--- src/sv/lma_pkg.sv ---
// ----------------------------------------------------------------------------
// lma_pkg
// Shared types, constants and the log2 mantissa table of the loss accumulator.
// ----------------------------------------------------------------------------
package lma_pkg;

    localparam int MAX_ITEMS      = 1048576;
    localparam int LOG_TABLE_BITS = 8;
    localparam int LOG_TABLE_SIZE = 1 << LOG_TABLE_BITS;
    localparam int COUNT_W        = $clog2(MAX_ITEMS + 1);
    localparam int NL_W           = 21;
    localparam int QUEUE_DEPTH    = 4;
    localparam int QPTR_W         = $clog2(QUEUE_DEPTH);
    localparam int DIV_STEPS      = 64;
    localparam int DCNT_W         = $clog2(DIV_STEPS);

    localparam logic [1:0] MODE_SQUARED     = 2'd0;
    localparam logic [1:0] MODE_ABSOLUTE    = 2'd1;
    localparam logic [1:0] MODE_BINARY      = 2'd2;
    localparam logic [1:0] MODE_CATEGORICAL = 2'd3;

    localparam logic [31:0] LN2_Q32  = 32'hB172_17F8;
    localparam logic [47:0] MEAN_MAX = 48'hFFFF_FFFF_FFFF;
    localparam logic [16:0] ONE_Q16  = 17'h1_0000;

    typedef struct packed {
        logic [1:0]  mode;
        logic [31:0] abs_diff;
        logic [15:0] prob;
        logic [30:0] label;
        logic        end_of_sample;
        logic        end_of_set;
    } lma_entry_t;

    typedef enum logic [3:0] {
        ST_IDLE, ST_SQ, ST_SQ_W, ST_LNQ, ST_LNQ_W, ST_LN1, ST_LN1_W,
        ST_TQ, ST_TQ_W, ST_T1, ST_T1_W, ST_RND, ST_ADD, ST_DIV_INIT,
        ST_DIV, ST_FIN
    } lma_state_t;

    typedef logic [15:0] log_tbl_t [LOG_TABLE_SIZE];

    // fraction bits of log2(1 + i/2^LOG_TABLE_BITS) by repeated squaring in Q1.30
    function automatic log_tbl_t build_log_tbl();
        log_tbl_t    tbl;
        logic [63:0] x;
        logic [15:0] r;
        for (int i = 0; i < LOG_TABLE_SIZE; i++) begin
            x = (64'(LOG_TABLE_SIZE) + 64'(i)) << (30 - LOG_TABLE_BITS);
            r = '0;
            for (int k = 0; k < 16; k++) begin
                x = (x * x) >> 30;
                r = {r[14:0], 1'b0};
                if (x >= 64'h8000_0000) begin
                    r[0] = 1'b1;
                    x = x >> 1;
                end
            end
            tbl[i] = r;
        end
        return tbl;
    endfunction

    localparam log_tbl_t LOG_TBL = build_log_tbl();

endpackage

--- src/sv/loss_metric_accumulator.sv ---
// ----------------------------------------------------------------------------
// loss_metric_accumulator
// Streaming mean of squared, absolute, binary or categorical log loss.
// ----------------------------------------------------------------------------
// Each beat is handled by the term sequencer, which has one 32x32 multiplier;
//   the next beat is popped from the queue only once the sequencer is idle.
// At end of set the radix-2 divider runs, then the result sits in the output
//   register; a 4-entry queue decouples input acceptance.
// Reset: synchronous active-low aresetn clears counts, sum and mode to zero.
module loss_metric_accumulator (
    input  logic               aclk,
    input  logic               aresetn,
    input  logic               cfg_wr_en,
    input  logic [1:0]         cfg_wr_data,
    input  logic               s_valid,
    output logic               s_ready,
    input  logic signed [31:0] s_true_value,
    input  logic signed [31:0] s_predicted_value,
    input  logic               s_end_of_sample,
    input  logic               s_end_of_set,
    output logic               m_valid,
    input  logic               m_ready,
    output logic [47:0]        m_mean_loss,
    output logic               m_saturated,
    output logic               m_empty_set
);
    import lma_pkg::*;

    lma_entry_t push_entry, pop_entry;
    logic       q_push, q_full, q_pop, q_not_empty;

    lma_front u_front (
        .aclk              (aclk),
        .aresetn           (aresetn),
        .cfg_wr_en         (cfg_wr_en),
        .cfg_wr_data       (cfg_wr_data),
        .s_valid           (s_valid),
        .s_ready           (s_ready),
        .s_true_value      (s_true_value),
        .s_predicted_value (s_predicted_value),
        .s_end_of_sample   (s_end_of_sample),
        .s_end_of_set      (s_end_of_set),
        .q_full            (q_full),
        .q_push            (q_push),
        .q_entry           (push_entry)
    );

    lma_queue u_queue (
        .aclk       (aclk),
        .aresetn    (aresetn),
        .push       (q_push),
        .push_entry (push_entry),
        .full       (q_full),
        .pop        (q_pop),
        .pop_entry  (pop_entry),
        .not_empty  (q_not_empty)
    );

    lma_back u_back (
        .aclk        (aclk),
        .aresetn     (aresetn),
        .q_not_empty (q_not_empty),
        .q_entry     (pop_entry),
        .q_pop       (q_pop),
        .m_valid     (m_valid),
        .m_ready     (m_ready),
        .m_mean_loss (m_mean_loss),
        .m_saturated (m_saturated),
        .m_empty_set (m_empty_set)
    );

endmodule

--- src/sv/lma_queue.sv ---
// ----------------------------------------------------------------------------
// lma_queue
// Short queue of classified items between the front and the back.
// ----------------------------------------------------------------------------
module lma_queue (
    input  logic               aclk,
    input  logic               aresetn,
    input  logic               push,
    input  lma_pkg::lma_entry_t push_entry,
    output logic               full,
    input  logic               pop,
    output lma_pkg::lma_entry_t pop_entry,
    output logic               not_empty
);
    import lma_pkg::*;

    lma_entry_t          mem_reg [QUEUE_DEPTH];
    logic [QPTR_W-1:0]   wr_ptr_reg, rd_ptr_reg;
    logic [QPTR_W:0]     count_reg, count_next;

    assign full      = (count_reg == (QPTR_W+1)'(QUEUE_DEPTH));
    assign not_empty = (count_reg != '0);
    assign pop_entry = mem_reg[rd_ptr_reg];

    always_comb begin
        count_next = count_reg;
        if (push && !pop) begin
            count_next = count_reg + 1'b1;
        end else if (!push && pop) begin
            count_next = count_reg - 1'b1;
        end
    end

    always_ff @(posedge aclk) begin
        if (push) begin
            mem_reg[wr_ptr_reg] <= push_entry;
        end
    end

    always_ff @(posedge aclk) begin
        if (!aresetn) begin
            wr_ptr_reg <= '0;
            rd_ptr_reg <= '0;
            count_reg  <= '0;
        end else begin
            if (push) begin
                wr_ptr_reg <= wr_ptr_reg + 1'b1;
            end
            if (pop) begin
                rd_ptr_reg <= rd_ptr_reg + 1'b1;
            end
            count_reg <= count_next;
        end
    end

    a_no_overfill: assert property (@(posedge aclk) disable iff (!aresetn)
        count_reg <= (QPTR_W+1)'(QUEUE_DEPTH))
        else $error("queue count beyond depth");
    a_no_push_full: assert property (@(posedge aclk) disable iff (!aresetn)
        full && !pop |=> $stable(wr_ptr_reg))
        else $error("queue written while full");
    a_no_pop_empty: assert property (@(posedge aclk) disable iff (!aresetn)
        pop |-> not_empty)
        else $error("queue read while empty");

endmodule

--- src/sv/lma_front.sv ---
// ----------------------------------------------------------------------------
// lma_front
// Holds the mode register, accepts beats and clips them into queue entries.
// ----------------------------------------------------------------------------
module lma_front (
    input  logic               aclk,
    input  logic               aresetn,
    input  logic               cfg_wr_en,
    input  logic [1:0]         cfg_wr_data,
    input  logic               s_valid,
    output logic               s_ready,
    input  logic signed [31:0] s_true_value,
    input  logic signed [31:0] s_predicted_value,
    input  logic               s_end_of_sample,
    input  logic               s_end_of_set,
    input  logic               q_full,
    output logic               q_push,
    output lma_pkg::lma_entry_t q_entry
);
    import lma_pkg::*;

    logic [1:0]         mode_reg;
    logic signed [32:0] diff;
    logic [32:0]        diff_mag;

    assign s_ready = !q_full;
    assign q_push  = s_valid && !q_full;

    always_comb begin
        diff     = {s_predicted_value[31], s_predicted_value}
                 - {s_true_value[31], s_true_value};
        diff_mag = diff[32] ? 33'(-diff) : 33'(diff);

        q_entry.mode          = mode_reg;
        q_entry.abs_diff      = diff_mag[31:0];
        q_entry.end_of_sample = s_end_of_sample;
        q_entry.end_of_set    = s_end_of_set;

        // keep probabilities one LSB away from 0 and 1
        if (s_predicted_value < 32'sd1) begin
            q_entry.prob = 16'd1;
        end else if (s_predicted_value > 32'sd65535) begin
            q_entry.prob = 16'hFFFF;
        end else begin
            q_entry.prob = s_predicted_value[15:0];
        end

        if (s_true_value[31]) begin
            q_entry.label = '0;
        end else if (mode_reg == MODE_BINARY && s_true_value > 32'sd65536) begin
            q_entry.label = 31'(ONE_Q16);
        end else begin
            q_entry.label = s_true_value[30:0];
        end
    end

    always_ff @(posedge aclk) begin
        if (!aresetn) begin
            mode_reg <= MODE_SQUARED;
        end else if (cfg_wr_en) begin
            mode_reg <= cfg_wr_data;
        end
    end

endmodule

--- src/sv/lma_back.sv ---
// ----------------------------------------------------------------------------
// lma_back
// Computes one loss term per entry on a shared multiplier, accumulates it
// and divides the sum by the count at end of set.
// ----------------------------------------------------------------------------
module lma_back (
    input  logic               aclk,
    input  logic               aresetn,
    input  logic               q_not_empty,
    input  lma_pkg::lma_entry_t q_entry,
    output logic               q_pop,
    output logic               m_valid,
    input  logic               m_ready,
    output logic [47:0]        m_mean_loss,
    output logic               m_saturated,
    output logic               m_empty_set
);
    import lma_pkg::*;

    lma_state_t          state_reg, state_next;
    lma_entry_t          item_reg;
    logic [63:0]         prod_reg;
    logic [63:0]         lsum_reg;
    logic [47:0]         term_reg;
    logic [NL_W-1:0]     nlq_reg, nl1_reg;
    logic [63:0]         sum_reg;
    logic [COUNT_W-1:0]  item_count_reg, sample_count_reg, divisor_reg, div_sel;
    logic                ovf_reg;
    logic [63:0]         quo_reg;
    logic [COUNT_W-1:0]  rem_reg;
    logic [DCNT_W-1:0]   dcnt_reg;
    logic                m_valid_reg, m_sat_reg, m_empty_reg;
    logic [47:0]         m_mean_reg;

    logic [31:0]         mul_a, mul_b;
    logic [15:0]         ln_x, ln_xn;
    logic [3:0]          ln_e;
    logic [LOG_TABLE_BITS-1:0] ln_idx;
    logic [20:0]         nl2;
    logic [64:0]         sum_add;
    logic [63:0]         sq_rnd, nl_rnd, lsum_rnd;
    logic [COUNT_W:0]    trial;
    logic                out_free, round_up;
    logic [64:0]         mean_full;

    assign out_free = !m_valid_reg || m_ready;
    assign div_sel  = (item_reg.mode == MODE_CATEGORICAL) ? sample_count_reg : item_count_reg;

    // -ln(x)/ln2 in Q.16: leading-one position plus mantissa table
    always_comb begin
        ln_x = (state_reg == ST_LN1) ? 16'(ONE_Q16 - {1'b0, item_reg.prob}) : item_reg.prob;
        ln_e = '0;
        for (int i = 0; i < 16; i++) begin
            if (ln_x[i]) begin
                ln_e = 4'(i);
            end
        end
        ln_xn  = ln_x << (4'd15 - ln_e);
        ln_idx = ln_xn[14 -: LOG_TABLE_BITS];
        nl2    = {5'd16 - {1'b0, ln_e}, 16'b0} - {5'b0, LOG_TBL[ln_idx]};
    end

    always_comb begin
        sum_add  = {1'b0, sum_reg} + {17'b0, term_reg};
        sq_rnd   = prod_reg + 64'h8000;
        nl_rnd   = prod_reg + 64'h8000_0000;
        lsum_rnd = lsum_reg + 64'h8000;
        trial    = {rem_reg, quo_reg[63]};
        round_up = ({rem_reg, 1'b0} >= {1'b0, divisor_reg});
        mean_full = {1'b0, quo_reg} + {64'b0, round_up};
    end

    // next state
    always_comb begin
        state_next = state_reg;
        case (state_reg)
            ST_IDLE: begin
                if (q_not_empty) begin
                    case (q_entry.mode)
                        MODE_SQUARED:  state_next = ST_SQ;
                        MODE_ABSOLUTE: state_next = ST_ADD;
                        default:       state_next = ST_LNQ;
                    endcase
                end
            end
            ST_SQ:    state_next = ST_SQ_W;
            ST_SQ_W:  state_next = ST_ADD;
            ST_LNQ:   state_next = ST_LNQ_W;
            ST_LNQ_W: state_next = (item_reg.mode == MODE_BINARY) ? ST_LN1 : ST_TQ;
            ST_LN1:   state_next = ST_LN1_W;
            ST_LN1_W: state_next = ST_TQ;
            ST_TQ:    state_next = ST_TQ_W;
            ST_TQ_W:  state_next = (item_reg.mode == MODE_BINARY) ? ST_T1 : ST_RND;
            ST_T1:    state_next = ST_T1_W;
            ST_T1_W:  state_next = ST_RND;
            ST_RND:   state_next = ST_ADD;
            ST_ADD:   state_next = item_reg.end_of_set ? ST_DIV_INIT : ST_IDLE;
            ST_DIV_INIT: state_next = (div_sel == '0) ? ST_FIN : ST_DIV;
            ST_DIV: begin
                if (dcnt_reg == DCNT_W'(DIV_STEPS - 1)) begin
                    state_next = ST_FIN;
                end
            end
            ST_FIN: begin
                if (out_free) begin
                    state_next = ST_IDLE;
                end
            end
            default:  state_next = ST_IDLE;
        endcase
    end

    // outputs: queue pop and multiplier operands
    always_comb begin
        q_pop = 1'b0;
        mul_a = '0;
        mul_b = '0;
        case (state_reg)
            ST_IDLE: q_pop = q_not_empty;
            ST_SQ: begin
                mul_a = item_reg.abs_diff;
                mul_b = item_reg.abs_diff;
            end
            ST_LNQ, ST_LN1: begin
                mul_a = {11'b0, nl2};
                mul_b = LN2_Q32;
            end
            ST_TQ: begin
                mul_a = {1'b0, item_reg.label};
                mul_b = {11'b0, nlq_reg};
            end
            ST_T1: begin
                mul_a = {15'b0, 17'(ONE_Q16 - item_reg.label[16:0])};
                mul_b = {11'b0, nl1_reg};
            end
            default: begin
                q_pop = 1'b0;
            end
        endcase
    end

    always_ff @(posedge aclk) begin
        prod_reg <= mul_a * mul_b;
        case (state_reg)
            ST_IDLE: begin
                item_reg <= q_entry;
                term_reg <= {16'b0, q_entry.abs_diff};
            end
            ST_SQ_W:  term_reg <= sq_rnd[63:16];
            ST_LNQ_W: nlq_reg  <= nl_rnd[32 +: NL_W];
            ST_LN1_W: nl1_reg  <= nl_rnd[32 +: NL_W];
            ST_TQ_W:  lsum_reg <= prod_reg;
            ST_T1_W:  lsum_reg <= lsum_reg + prod_reg;
            ST_RND:   term_reg <= lsum_rnd[63:16];
            ST_DIV_INIT: begin
                divisor_reg <= div_sel;
                quo_reg     <= sum_reg;
                rem_reg     <= '0;
            end
            ST_DIV: begin
                // one quotient bit per cycle
                if (trial >= {1'b0, divisor_reg}) begin
                    rem_reg <= COUNT_W'(trial - {1'b0, divisor_reg});
                    quo_reg <= {quo_reg[62:0], 1'b1};
                end else begin
                    rem_reg <= trial[COUNT_W-1:0];
                    quo_reg <= {quo_reg[62:0], 1'b0};
                end
            end
            default: begin
                lsum_reg <= lsum_reg;
            end
        endcase
        if (state_reg == ST_FIN && out_free) begin
            m_empty_reg <= (divisor_reg == '0);
            if (divisor_reg == '0) begin
                m_mean_reg <= '0;
                m_sat_reg  <= ovf_reg;
            end else if (mean_full[64:48] != '0) begin
                m_mean_reg <= MEAN_MAX;
                m_sat_reg  <= 1'b1;
            end else begin
                m_mean_reg <= mean_full[47:0];
                m_sat_reg  <= ovf_reg;
            end
        end
    end

    always_ff @(posedge aclk) begin
        if (!aresetn) begin
            state_reg        <= ST_IDLE;
            sum_reg          <= '0;
            item_count_reg   <= '0;
            sample_count_reg <= '0;
            ovf_reg          <= 1'b0;
            dcnt_reg         <= '0;
            m_valid_reg      <= 1'b0;
        end else begin
            state_reg <= state_next;
            if (state_reg == ST_ADD) begin
                // drop items past the count limit
                if (item_count_reg >= COUNT_W'(MAX_ITEMS)) begin
                    ovf_reg <= 1'b1;
                end else begin
                    if (sum_add[64]) begin
                        sum_reg <= '1;
                        ovf_reg <= 1'b1;
                    end else begin
                        sum_reg <= sum_add[63:0];
                    end
                    item_count_reg <= item_count_reg + 1'b1;
                    if (item_reg.end_of_sample) begin
                        sample_count_reg <= sample_count_reg + 1'b1;
                    end
                end
            end
            if (state_reg == ST_DIV_INIT) begin
                dcnt_reg <= '0;
            end else if (state_reg == ST_DIV) begin
                dcnt_reg <= dcnt_reg + 1'b1;
            end
            if (state_reg == ST_FIN && out_free) begin
                sum_reg          <= '0;
                item_count_reg   <= '0;
                sample_count_reg <= '0;
                ovf_reg          <= 1'b0;
                m_valid_reg      <= 1'b1;
            end else if (m_ready) begin
                m_valid_reg <= 1'b0;
            end
        end
    end

    assign m_valid     = m_valid_reg;
    assign m_mean_loss = m_mean_reg;
    assign m_saturated = m_sat_reg;
    assign m_empty_set = m_empty_reg;

    a_count_limit: assert property (@(posedge aclk) disable iff (!aresetn)
        item_count_reg <= COUNT_W'(MAX_ITEMS))
        else $error("item count beyond limit");
    a_rem_below_div: assert property (@(posedge aclk) disable iff (!aresetn)
        state_reg == ST_DIV |-> rem_reg < divisor_reg)
        else $error("divider remainder out of range");
    a_fin_clears: assert property (@(posedge aclk) disable iff (!aresetn)
        state_reg == ST_FIN && out_free |=> m_valid_reg && sum_reg == '0
            && item_count_reg == '0)
        else $error("result not loaded or state not cleared");

endmodule
--- config.mk ---
export PLATFORM = sky130hd
export DESIGN_NAME = loss_metric_accumulator
export DESIGN_NICKNAME = d
export VERILOG_FILES = /design/src/sv/lma_pkg.sv /design/src/sv/loss_metric_accumulator.sv /design/src/sv/lma_queue.sv /design/src/sv/lma_front.sv /design/src/sv/lma_back.sv
export SDC_FILE = /design/constraint.sdc
export NUM_CORES = 2
export LEC_CHECK = 0
export BUFFER_PORTS_ARGS = -buffer_cell sky130_fd_sc_hd__buf_2
export CAP_MARGIN = 25
export CORE_AREA = 2 2 417 419
export DETAILED_ROUTE_END_ITERATION = 10
export DIE_AREA = 0 0 419 421
export GPL_TIMING_DRIVEN = 1
export PLACE_DENSITY = 0.63
export RECOVER_POWER = 50
export SLEW_MARGIN = 20
export SYNTH_ARGS = -nofsm -noshare
export SYNTH_HDL_FRONTEND = slang
export SYNTH_SLANG_ARGS = --single-unit
--- constraint.sdc ---
create_clock -name aclk -period 18.6 [get_ports aclk]
set_clock_uncertainty 0.2 [all_clocks]
set_input_delay 1.86 -clock aclk [delete_from_list [all_inputs] [get_ports aclk]]
set_output_delay 1.86 -clock aclk [all_outputs]
set_load 0.05 [all_outputs]
Yosys cells after proc, flatten, opt, wreduce, memory -nomap -nowiden
Memories as Yosys holds them, arrays and structs flattened. A register that Yosys moved wholly into a read port is not among the register bits.
Cells that the tools add are included.

operators by class
  add/sub/neg operators = 21
  multiply operators = 1
  order comparisons = 7
  equality and inequality tests = 24
  shifts and indexed selects = 1
  multiplexer cells = 56
  bitwise operators = 3
  reduce and logical (&&, ||, !) cells = 30

operators with widths
  cell                      count
  $pmux W32 S4              2
  $pmux W64 S2              2
  $pmux W48 S3              1
  $add A64 B16 Y64 const B  2
  $mux W16                  5
  $add A64 B1 Y65           1
  $add A64 B48 Y65          1
  $add A64 B64 Y64          1
  $mul A32 B32 Y64          1
  $mux W64                  1
  $mux W31                  2
  $pmux W4 S15              1
  $add A53 B32 Y53 const B  1
  $mux W4                   12
  $mux W48                  1
  $ge A22 B21 Y1            2
  $add A21 B1 Y21 const B   2
  $logic_not A21 Y1         2
  $mux W21                  2
  $pmux W21 S2              1
  $sub A32 B32 Y33          1
  $eq A4 B4 Y1 const B      8
  $gt A32 B17 Y1 const B    1
  $gt A32 B18 Y1 const B    1
  41 further kinds          89

storage, ports and cells
  flip-flop bits (word level) = 584
  memory bits (writable) = 332
  ROM bits = 4,096
  bits of input ports = 73
  output and inout port bits = 52
  word-level logic and storage cells = 173
  memories = 2

memories
  name             depth  bits a word  rd ports  clocked after Yosys merged registers in  wr ports  line             source
  (no name shown)  256    16           1         0                                        0         lma_back.sv:60   nl2 = {5'd16 - {1'b0, ln_e}, 16'b0} - {5'b0, LOG_TBL[ln_idx]};
  u_queue.mem_reg  4      83           1         1                                        1         lma_queue.sv:17  lma_entry_t mem_reg [QUEUE_DEPTH];

Depth between registers and ports, before layout
  depth after elaboration = 26
  mapped depth = 66
  depth with buffers taken out = 59

Cells and area by module
From an unflattened synthesis, not the netlist that was laid out.

unflattened totals
  cell total of the unflattened synthesis = 9,134
  area, all modules = 86,950.9 um^2

modules (own cells, without submodules)
  module     instances  cells each  area an instance (um^2)  seq. area each (um^2)
  lma_back   1          8,125       71,105.7                 15,444.8
  lma_queue  1          476         12,424.4                 10,149.7
  lma_front  1          533         3,420.8                  40.0

Worst setup path after synthesis
Ideal clock, no wire load.

  path kind = register to register
  start = reg u_back.item_reg[33] in the netlist's numbering
  end = reg u_back.prod_reg[60]
  data arrival time = 15.028 ns
  required time = 18.294 ns
  slack = 3.266 ns
  cell stages (with the launch flop) = 59
  clock period less this slack = 15.334 ns
  path through = edfxtp_1 -> clkbuf_1 -> inv_1 -> ha_1 -> or3b_2 -> or4_1 -> a21oi_1 -> o22ai_1 -> o211ai_2 -> buf_4 -> mux2_2 -> a22o_1 -> o21ai_1 -> clkbuf_1 -> ha_1 -> inv_1 -> ha_1 -> clkbuf_1 -> [... 23 more ...] -> inv_1 -> ha_1 -> a21o_1 -> a21o_1 -> a21oi_1 -> nor3b_1 -> o21ai_0 -> a21oi_1 -> a311oi_1 -> a41oi_1 -> a21oi_1 -> a221oi_1 -> o21ai_0 -> o21ai_0 -> a2111oi_0 -> o21ai_0 -> or4b_2 -> o311ai_0

between the ends
  cells in the longest elaborated chain, start to end = 26
  elaborated cells between the ends (all ways) = 27
  classes of those cells = add/sub (4); mul (1); shift (1); mux (19); bitwise (1); memory (1)

RTL lines
  what                                         line             source
  from (decl)                                  lma_back.sv:21   lma_entry_t item_reg;
  from (signal assigned)                       lma_back.sv:146  item_reg <= q_entry;
  $sub A1 B16 Y16                              lma_back.sv:51   ln_x = (state_reg == ST_LN1) ? 16'(ONE_Q16 - {1'b0, item_reg.prob}) : item_reg.prob;
  $mux W16 (*)                                 lma_back.sv:51
  $mux W1                                      lma_back.sv:54   if (ln_x[i]) begin
  $mux W2 (2 in a row)                         lma_back.sv:54
  $mux W3 (4 in a row)                         lma_back.sv:54
  $mux W4 (8 in a row)                         lma_back.sv:54
  $sub A4 B4 Y4                                lma_back.sv:58   ln_xn = ln_x << (4'd15 - ln_e);
  $shl A16 B4 Y15                              lma_back.sv:58
  $not A8 Y9 (implied by the code)             lma_back.sv:60
  $mem_v2 Z256 W16                             -
  $mux W16 (implied by the code) (2 in a row)  lma_back.sv:60
  $sub A21 B16 Y21 (*)                         lma_back.sv:60
  $pmux W32 S4 (*)                             lma_back.sv:118  case (state_reg)
  $mul A32 B32 Y64 (*)                         lma_back.sv:143  prod_reg <= mul_a * mul_b;
  to (signal assigned)                         lma_back.sv:143
  to (decl)                                    lma_back.sv:22   logic [63:0] prod_reg;

Mark *: on every way between the ends. The rest lies on a longest branch, timed or not. The select of a mux whose other input is x is not followed.
A chain may end at the register's enable or synchronous reset.

Worst setup path after layout
Same ends and word-level chain as after synthesis.

==> Implementation_results.wiki <==
{| class="wikitable"
! Metric !! Value
|-
| Proportion of synthesized area in mux cells || 0.0342
|-
| Standard cell with the maximum stage delay on the critical path || fa_1
|-
| Max-slew violation total from the final report || 976
|-
| Primary flip-flop cell chosen by synthesis mapping || edfxtp_1
|-
| H-tree lvl count || 3
|-
| Total of flip-flops plus latches after synthesis || 918
|-
| Layout fillers || 15600
|-
| Initial Util || 0.496
|-
| Cell type with the highest aggregate area in the netlist || edfxtp_1
|-
| Post-CTS Hold Fix Bufs || 0
|-
| TritonCTS clock tree || built
|-
| Share of post-route cells with drive strength above 1 || 0.0973
|-
| Average cell area after synthesis || 9.59 µm²
|-
| Xor-xnor portion of the synthesized cell area || 0.0427
|-
| Die outline width || 419 µm
|-
| Critical path required time || 18.99 ns
|-
| Detail-routed net length per standard cell || 26.9 µm
|-
| Number of global-route vias before repair || 70000
|-
| Antenna violations before repair || 22
|-
| Largest fanout on the critical path || 22
|-
| Share of synthesized area occupied by flip-flops and latches || 0.299
|-
| Synthesized net count || 10400
|-
| Setup-failing EPs final || 0
|-
| Inst Count DP || 11400
|-
| Fraction of post-synthesis cell area in the top cell type by area || 0.254
|-
| Endpoint of the worst-slack reg-to-reg timing path || u_back.prod_reg[60]$_DFF_P_
|-
| Origin of the critical flop-to-flop path || u_back.item_reg[33]$_DFFE_PP_
|-
| R2R setup slack || 0.80 ns
|-
| Final std cells w/o fill || 11600
|-
| Maximum number of pins on one net before global-route repair || 94
|-
| Placed wire-length estimate || 241 mm
|-
| Sequential cell area in the final layout || 25600 µm²
|-
| Hold Vio Cnt, Final || 0
|-
| Largest stage delay on the critical path || 0.64 ns
|-
| Final RePlAce weighted congestion || 1.04
|-
| Final worst path period share || 0.957
|-
| Startpoint type of the worst setup path || register
|-
| Worst R2R Path Depth || 59
|-
| Worst slew pin tran || 4.06 ns
|-
| Top post-synthesis cells by area || edfxtp_1, fa_1, ha_1
|-
| Setup repair after global routing missed its margin || false
|-
| Clk Latency, worst-skew pair || 0.75 ns
|-
| Multi-input gate area in the final layout || 53900 µm²
|-
| Synthesized cell area || 85600 µm²
|-
| CTS buffer count || 97
|-
| Adder and majority cell fraction of the synthesized area || 0.280
|-
| Remaining Overflow, GRT || 0
|-
| Hold worst-path end || u_back.dcnt_reg[1]$_SDFFE_PP0P_
|-
| Complex-gate fraction of the synthesized area || 0.125
|-
| Detailed-route via count || 69800
|-
| Die area || 176000 µm²
|-
| Setup fix buffers added after clock tree synthesis || 0
|-
| Class of the most critical setup path || register to register
|-
| Final routed DRC violation total || 0
|-
| Worst path arrival time || 18.20 ns
|-
| EDFF count, synth || 725
|-
| Dominant combinational cell family by area after synthesis || adder cells
|-
| Type of the most critical hold path || register to register
|-
| First DRT Iteration DRCs || 7540
|-
| WL final || 311 mm
|-
| Status || finished with violations
|-
| Synthesized instance count || 8928
|-
| Wire length of the first global-routing pass || 459 mm
|-
| Setup TNS Final || 0 ns
|-
| Max clock buf depth || 3
|-
| Violated checks || max-capacitance violations, max-slew violations
|-
| Number of detailed-routing iterations run before antenna repair || 6
|-
| Number of nets at the end of the flow || 10600
|-
| Normalized max-slew margin || -1.70
|-
| Clock tree root driver cell || clkbuf_16
|-
| Overall routing resource usage || 0.352
|-
| Antenna Nets Post-Route || 0
|-
| Fmax || 0.0562 GHz
|-
| Launch instance of the worst min-delay path || u_back.dcnt_reg[1]$_SDFFE_PP0P_
|-
| Area grow syn2layout || 9.74%
|-
| Final critical delay including setup and external delays || 17.80 ns
|-
| # IOs || 125
|-
| Worst setup EP type || register
|-
| Number of max-cap violations || 21
|-
| Simple-gate share of the synthesized area || 0.145
|-
| Standard-cell row count || 153
|-
| Sinks on Clock Net || 918
|-
| Most frequent cell on the critical path || fa_1
|-
| IO Port Bufs || 124
|-
| Warnings from Yosys || 0
|-
| Clock slew at reported path FFs || 0.07 ns
|-
| Count of different cell masters after synthesis || 115
|-
| Number of cells on the worst hold path || 2
|-
| Vert. Die Dim || 421 µm
|-
| Vias per inst || 6.04
|-
| Async SR Flop Fraction || 0
|-
| Core box area || 172000 µm²
|-
| Flip-flop count of the largest register, all copies and words added || 332
|}
[per-layer routing]
metal  vias up  share of wire  global-route usage
met5         -        0.00025                   0
met4        14          0.063               0.181
met3       902          0.096              0.0809
met2      3408           0.45               0.543
met1     34800           0.39               0.463
li1      30700              -                   -
[stage by stage]
step / util / area [µm²] / hold WS [ns] / worst slack (ns)
after global routing: 0.545 / 93900 / 0.327 / 0.0849
after floorplan: - / 85600 / 0.234 / 3.27
after global placement: 0.527 / 90900 / 0.264 / 1.09
after CTS: 0.545 / 94100 / 0.291 / 0.855
final: 0.545 / 93900 / 0.291 / 0.797
after detailed placement: 0.528 / 91000 / 0.282 / 0.938
[kinds of logic after synthesis]
| kind of cell | Yosys count |
|---|---|
| buffers and inverters | 1628 |
| flip-flops | 918 |
| AO/OA/AOI/OAI | 1666 |
| multiplexers | 182 |
| AND/OR/NAND/NOR | 2742 |
| adder cells (fa/ha/maj) | 1375 |
| XOR/XNOR | 417 |
[cells in the final DEF (no fill, tap or decap), drive strengths merged, types with 84 or more instances in the layout]
cell type | Yosys | routed
a21o | 103 | 103
a21oi | 390 | 390
a31oi | 84 | 84
and3 | 90 | 90
buf | 115 | 531
clkbuf | 331 | 164
dfxtp | 193 | 193
edfxtp | 725 | 725
fa | 901 | 901
ha | 473 | 473
inv | 1178 | 1180
mux4 | 84 | 84
nand2 | 1216 | 1216
nand3 | 166 | 166
nor2 | 660 | 660
nor3 | 139 | 139
o21ai | 503 | 503
xnor2 | 232 | 232
xor2 | 185 | 185
[worst max-delay path, delay by kind of cell (launching register included)]
family | cells | cell delay, ns
AND/OR/NAND/NOR | 7 | 2.26
adder cells (fa/ha/maj) | 12 | 5.63
buffers and inverters | 15 | 2.67
XOR/XNOR | 1 | 0.19
flip-flops | 1 | 0.56
AO/OA/AOI/OAI | 24 | 6.12
[Yosys cell counts, drive strengths merged, types with 185 or more instances]
master	instances
nand2	1216
inv	1178
fa	901
edfxtp	725
nor2	660
o21ai	503
ha	473
a21oi	390
clkbuf	331
xnor2	232
dfxtp	193
xor2	185
[worst max-delay path by stage]
stage                             startpoint                          end  slack (ns)
4_1_cts        u_back.item_reg[33]$_DFFE_PP_  u_back.prod_reg[60]$_DFF_P_        0.85
3_3_place_gp   u_back.item_reg[33]$_DFFE_PP_  u_back.prod_reg[60]$_DFF_P_        1.09
2_1_floorplan  u_back.item_reg[33]$_DFFE_PP_  u_back.prod_reg[60]$_DFF_P_        3.27
6_report       u_back.item_reg[33]$_DFFE_PP_  u_back.prod_reg[60]$_DFF_P_        0.80
3_5_place_dp   u_back.item_reg[33]$_DFFE_PP_  u_back.prod_reg[60]$_DFF_P_        0.94
5_1_grt        u_back.item_reg[33]$_DFFE_PP_  u_back.prod_reg[60]$_DFF_P_        0.08
[timing repair]
item / in CTS / in global routing
endpoints found under the setup margin: 0 / 3
hold endpoints to repair: 0 / 0
resized for setup: 0 / 2
[layout make-up]
type	instances	area share
inverter	1182	0.0472
tap	2325	0.0310
antenna	8	0.000213
multi-input combinational	6382	0.574
clock inverter	43	0.00471
clock buffer	134	0.0282
timing repair buffer	561	0.0423
sequential	918	0.273
Power is not shown: default switching activity piles up to over one toggle a cycle in this logic, so the estimate is an artifact.
